### src/tun_pkg.sv
package tun_pkg;

	localparam int COORD_BITS = 12;
	localparam int FRAC_OUT   = 14;
	localparam int OUT_W      = 16;
	localparam int EDGE_W     = COORD_BITS + 1;
	localparam int PROD_W     = 2 * EDGE_W;
	localparam int CROSS_W    = PROD_W + 1;
	localparam int MAG_W      = 2 * COORD_BITS + 1;
	localparam int SQ_W       = 2 * MAG_W;
	localparam int LEN_W      = SQ_W + 2;
	localparam int Q_W        = FRAC_OUT + 1;
	localparam int WIDE_W     = LEN_W + 2 * Q_W + 2;
	localparam int N_CELLS    = Q_W;
	localparam int BIT_W      = $clog2(Q_W);

	typedef struct packed {
		logic [LEN_W-1:0]            len2;
		logic                        deg;
		logic [2:0]                  sgn;
		logic [2:0][WIDE_W-1:0]      rem;
		logic [2:0][WIDE_W-1:0]      ql;
		logic [2:0][Q_W-1:0]         q;
	} cell_data_t;

endpackage

### src/tun_cell.sv
module tun_cell (
	input  logic                       clk,
	input  logic                       arst_n,
	input  logic [tun_pkg::BIT_W-1:0]  bit_idx,
	input  logic                       in_valid,
	output logic                       in_stall,
	input  tun_pkg::cell_data_t        in_data,
	output logic                       out_valid,
	input  logic                       out_stall,
	output tun_pkg::cell_data_t        out_data
);

	logic                 v_q;
	tun_pkg::cell_data_t  d_q;
	tun_pkg::cell_data_t  nx;
	logic                 rdy;
	logic [tun_pkg::WIDE_W-1:0] len_w, trial;

	assign rdy       = !v_q || !out_stall;
	assign in_stall  = !rdy;
	assign out_valid = v_q;
	assign out_data  = d_q;

	// trial ((q + 2^b)^2 - q^2) L against remainder m^2 2^2F - q^2 L
	always_comb begin
		nx    = in_data;
		len_w = tun_pkg::WIDE_W'(in_data.len2);
		trial = '0;
		for (int i = 0; i < 3; i++) begin
			trial = (in_data.ql[i] << ({1'b0, bit_idx} + 1'b1))
				+ (len_w << {bit_idx, 1'b0});
			if (in_data.rem[i] >= trial) begin
				nx.rem[i]        = in_data.rem[i] - trial;
				nx.ql[i]         = in_data.ql[i] + (len_w << bit_idx);
				nx.q[i][bit_idx] = 1'b1;
			end
		end
	end

	always_ff @(posedge clk or negedge arst_n) begin
		if (!arst_n) begin
			v_q <= 1'b0;
		end else if (rdy) begin
			v_q <= in_valid;
		end
	end

	always_ff @(posedge clk) begin
		if (rdy && in_valid) d_q <= nx;
	end

endmodule

### config.mk
export PLATFORM = sky130hd
export DESIGN_NAME = tun_cell
export DESIGN_NICKNAME = d
export VERILOG_FILES = /design/src/tun_pkg.sv /design/src/tun_cell.sv
export SDC_FILE = /design/constraint.sdc
export NUM_CORES = 2
export LEC_CHECK = 0
export BUFFER_PORTS_ARGS = -buffer_cell sky130_fd_sc_hd__buf_2
export CORE_MARGIN = 2
export CORE_UTILIZATION = 33
export CTS_CLUSTER_SIZE = 8
export DETAILED_ROUTE_END_ITERATION = 10
export GPL_ROUTABILITY_DRIVEN = 0
export SETUP_SLACK_MARGIN = 0.02
export SKIP_CTS_REPAIR_TIMING = 1
export SKIP_LAST_GASP = 1
export SLEW_MARGIN = 20
export SYNTH_ARGS = -nofsm -noshare
export SYNTH_HDL_FRONTEND = slang
export SYNTH_SLANG_ARGS = --single-unit
### constraint.sdc
create_clock -name clk -period 38.8 [get_ports clk]
set_clock_uncertainty 0.1 [all_clocks]
set_input_delay 7.76 -clock clk [delete_from_list [all_inputs] [get_ports clk]]
set_output_delay 7.76 -clock clk [all_outputs]
set_load 0.05 [all_outputs]
Word-level counts from Yosys, hierarchy flattened --
Index checks and enable logic that the tools add are counted.
Word-level totals: input port bits 613, ROM bits 0, latch bits 0, memories kept 0, RAM bits 0, output and inout port bits 607, word-level logic and storage cells 53, register bits after elaboration 606
Operators by class: $add $sub $neg 10, shifts and indexed selects 5, reduce and logical (&&, ||, !) cells 6, multipliers 0, eq/ne operators 0, magnitude comparators 5, div/mod/pow operators 0, bitwise gates (word level) 3, muxes and demuxes 11
Operators with widths (count):
- $add A84 B84 Y84 | 6
- $mux W84 | 6
- $ge A84 B84 Y1 | 3
- $shl A84 B5 Y84 | 3
- $sub A84 B84 Y84 | 3
- $shl A52 B4 Y84 | 1
- $shl A52 B5 Y84 | 1
- $mux W15 | 3
- $or A15 B15 Y15 | 3
- $add A4 B1 Y5 const B | 1
- $lt A4 B5 Y1 const B | 1
- $demux W1 S4 | 1
- $ge A4 B1 Y1 const B | 1
- $logic_not A1 Y1 | 3
- $logic_and A1 B1 Y1 | 2
- $logic_or A1 B1 Y1 | 1
- $mux W1 | 1

Longest topological paths before layout --
depth in word-level cells 6, mapped depth 53, depth with buffers taken out 36

Worst setup path before layout --
OpenSTA, ideal clock, no wires.
path type input to register, start input out_stall, end register d_q, in the netlist out_data[0], enable pin, required time 37.055 ns, slack 2.645 ns, path buffers 0, arrival 34.410 ns, cell stages on the path 2, setup time 1.645 ns, cell sequence and2_1 > nor2b_1
On the way: cells in the longest elaborated chain, start to end 3
RTL lines:
- start: declaration | line tun_cell.sv:9 | input logic out_stall,
- $logic_not A1 Y1 | line tun_cell.sv:19 | assign rdy = !v_q || !out_stall;
- $logic_or A1 B1 Y1 | line tun_cell.sv:19
- $logic_and A1 B1 Y1 | line tun_cell.sv:49 | if (rdy && in_valid) d_q <= nx;
- end signal: assignment | line tun_cell.sv:49
- end: declaration | line tun_cell.sv:14 | tun_pkg::cell_data_t d_q;
Every way passes these cells. A chain may end at the register's enable or synchronous reset.

==> results.toml <==
[cts]
clk_pin_slew_ns = 0.05
root_buffer = "clkbuf_16"
cts_tree = "built"
clk_latency_ns = 0.73
cts_max_level = 3
cts_buffer_depth = 3
cts_sinks = 606
cts_made_buffers = 91

[global_routing]
grt_usage_pct = 33.3
grt_max_degree = 203
grt_pass1_wl_microns = 621000
grt_pass1_vias = 82600
overflow = 0
antenna_found_initial = 123

[sta]
fin_tns_setup_ns = 0
fin_crit_sh_pct = 51.5
maxSlewViolCount = 0
fmax_ghz = 0.0500
worst_slew_pin_slew_ns = 1.24
slew_headroom_pct = 14.9
rsz0062_at_grt = "no"
fin_crit_ns = 19.99
setup_violations = 0
hold_viol = 0

[layout]
area.growth.synth_to_final_pct = 13.9
fin_nets = 12900
fillerInstances = 26900
stdcell_area_sq_um = 96100
drive_above_1_share_pct = 16.1

[worst_setup_path]
r2r_cells = 6
slowest_stage = "buf_4"
max_stage_delay_ns = 0.81
arrival_ns = 20.40
setup.worst_path.end_class = "flop"
crit_type = "input pin to flop"
cp-start-kind = "input pin"
crit_end = "out_data[112]$_DFFE_PP_"
cp-startpoint = "bit_idx[0]"
reg2reg_from = "out_valid$_DFFE_PN0N_"
r2r_slack_ns = 34.22
worstPathRequired_ns = 39.21
path_max_fanout = 118
worstReg2RegEnd = "out_data[184]$_DFFE_PP_"
crit_top_cell = "buf_4"

[yosys]
ys_seq_area_share_pct = 21.5
yosys.area.top_type_share_pct = 21.5
synth_ff_type = "edfxtp_1"
ys_seq_elements = 606
synth.net_count = 12100
yosys_warnings = 0
async_reset_ff_share_pct = 0.165
synth.area.top_cells = "edfxtp_1 22%, ha_1 10%, nand2_1 6.9%"
synthCells = 10800
synth_common_cells = "1542 x nand2_1, 1133 x o21ai_0, 1067 x a21oi_1, 799 x nor2_1, 700 x ha_1"
synth_cell_types = 112
synth_edf_count = 605
synth.most_common_cell = "nand2_1"
yosysTopAreaCell = "edfxtp_1"
syn_area_per_cell_sq_um = 7.81
synth_area_sq_um = 84400

[die]
die_w_microns = 510
start_util_pct = 33.2
dieArea_sq_um = 260000
core_sq_um = 254000
rows = 185
die_y_microns = 510
pin_count = 1220

[route]
drc = 0
routed_wl_microns = 458000
vias = 92900
drt_iter0_drc = 13300
drtPass1Iterations = 10
ant_nets = 0
avgRoutedWirePerCell_microns = 30.4
vias_per_cell = 6.18

[power_and_ir_drop]
p_leak_nw = 41.9
vdd_drop_max_v = 0.0000457
power_density_nw_per_um2 = 66.9

[placed_design]
io_buffer_count = 1219
place_area_sq_um = 93400
dp_hpwl_microns = 384000

[status]
status = "complete, no violations"

[job]
cap_violations = 0

[min_path]
hp-class = "flop to flop"
-- where the power goes --
part	internal, mW	total (mW)	switching, mW
combinational	1.48	4.69	3.21
sequential	0.925	0.974	0.0489
clock	0.431	0.770	0.338
total	2.84	6.43	3.59
-- critical path: cells and delay by family --
family / cells / cell delay, ns
simple gates: 9 / 1.82
buf+inv: 7 / 3.96
fa+ha+maj: 3 / 1.13
compound gates: 14 / 4.54
xor+xnor: 3 / 0.87
-- area by class of cell --
cell class	instances	area, sq um	share of cell area (%)
Multi-Input combinational cell	9239	62700	65.2
Sequential cell	606	18200	18.9
Timing Repair Buffer	1379	7390	7.68
Tap cell	3366	4210	4.38
Clock buffer	103	2340	2.44
Inverter	251	942	0.980
Clock inverter	18	236	0.246
Antenna cell	70	175	0.182
-- cell usage in the layout (no fill, tap or decap), types with 27 or more instances in the layout --
master | Yosys | final
nand2b_1 | 112 | 112
buf_4 | 3 | 157
o21ai_0 | 1133 | 1114
diode_2 | 0 | 70
o21ai_1 | 10 | 27
inv_1 | 249 | 246
xor2_1 | 314 | 314
clkbuf_16 | 0 | 92
or3_1 | 47 | 47
a21boi_0 | 41 | 41
ha_1 | 700 | 699
a21o_1 | 517 | 517
or2_2 | 36 | 36
and4_1 | 27 | 27
nor2b_1 | 102 | 101
xnor2_1 | 395 | 392
mux2_2 | 43 | 43
nor4_1 | 50 | 50
nand2_1 | 1542 | 1541
a21oi_1 | 1067 | 1066
and3_1 | 80 | 79
o21a_1 | 94 | 94
nand4_1 | 275 | 275
a221oi_1 | 30 | 30
mux4_2 | 198 | 198
edfxtp_1 | 605 | 605
nor3_1 | 140 | 139
o211ai_1 | 71 | 71
a211oi_1 | 73 | 73
nor2_1 | 799 | 795
o21bai_1 | 222 | 222
buf_2 | 58 | 1215
nand3_1 | 163 | 163
a31oi_1 | 89 | 89
o31ai_1 | 61 | 60
and2_1 | 61 | 61
mux2i_1 | 349 | 348
-- kinds of logic after synthesis --
logic type | count (synthesis) | share of synthesized area (%)
AO/OA/AOI/OAI | 3719 | 27.2
XOR/XNOR | 711 | 7.39
adder cells (fa/ha/maj) | 709 | 10.6
buffers and inverters | 961 | 4.41
flip-flops | 606 | 21.5
multiplexers | 593 | 10.1
AND/OR/NAND/NOR | 3507 | 18.8
-- state kept, by name (all words and copies together) (netlist names) --
name / flops
out_valid: 1
out_data: 605
-- stage by stage --
stage	setup slack [ns]	instances	total power [mW]	utilization (%)	hold WS (ns)
floorplan	2.64	10800	4.17	-	1.26
global placement	18.47	14800	5.54	36.7	0.569
detailed placement	18.40	14800	5.53	36.7	0.585
CTS	19.21	15000	6.33	37.8	0.596
global route	18.25	15000	6.79	37.8	0.651
finish	18.81	15000	6.43	37.8	0.596
-- worst min-delay path by stage --
stage,start,end,slack (ns),cells past startpoint
after floorplan,out_valid$_DFFE_PN0N_,out_valid$_DFFE_PN0N_,1.26,2
after global placement,out_valid$_DFFE_PN0N_,out_valid$_DFFE_PN0N_,0.57,2
after detailed placement,out_valid$_DFFE_PN0N_,out_valid$_DFFE_PN0N_,0.59,2
after CTS,out_valid$_DFFE_PN0N_,out_valid$_DFFE_PN0N_,0.60,2
after global routing,out_valid$_DFFE_PN0N_,out_valid$_DFFE_PN0N_,0.65,2
final,out_valid$_DFFE_PN0N_,out_valid$_DFFE_PN0N_,0.60,2
-- layer usage --
| metal | global-route usage [%] | wire, microns | vias up |
|---|---|---|---|
| met4 | 21.7 | 35000 | 24 |
| met5 | 0 | 152 | - |
| li1 | - | - | 41600 |
| met3 | 9.44 | 55200 | 1061 |
| met2 | 47.1 | 183000 | 6119 |
| met1 | 44.2 | 185000 | 44000 |
Power figures use the tool's default switching activity.
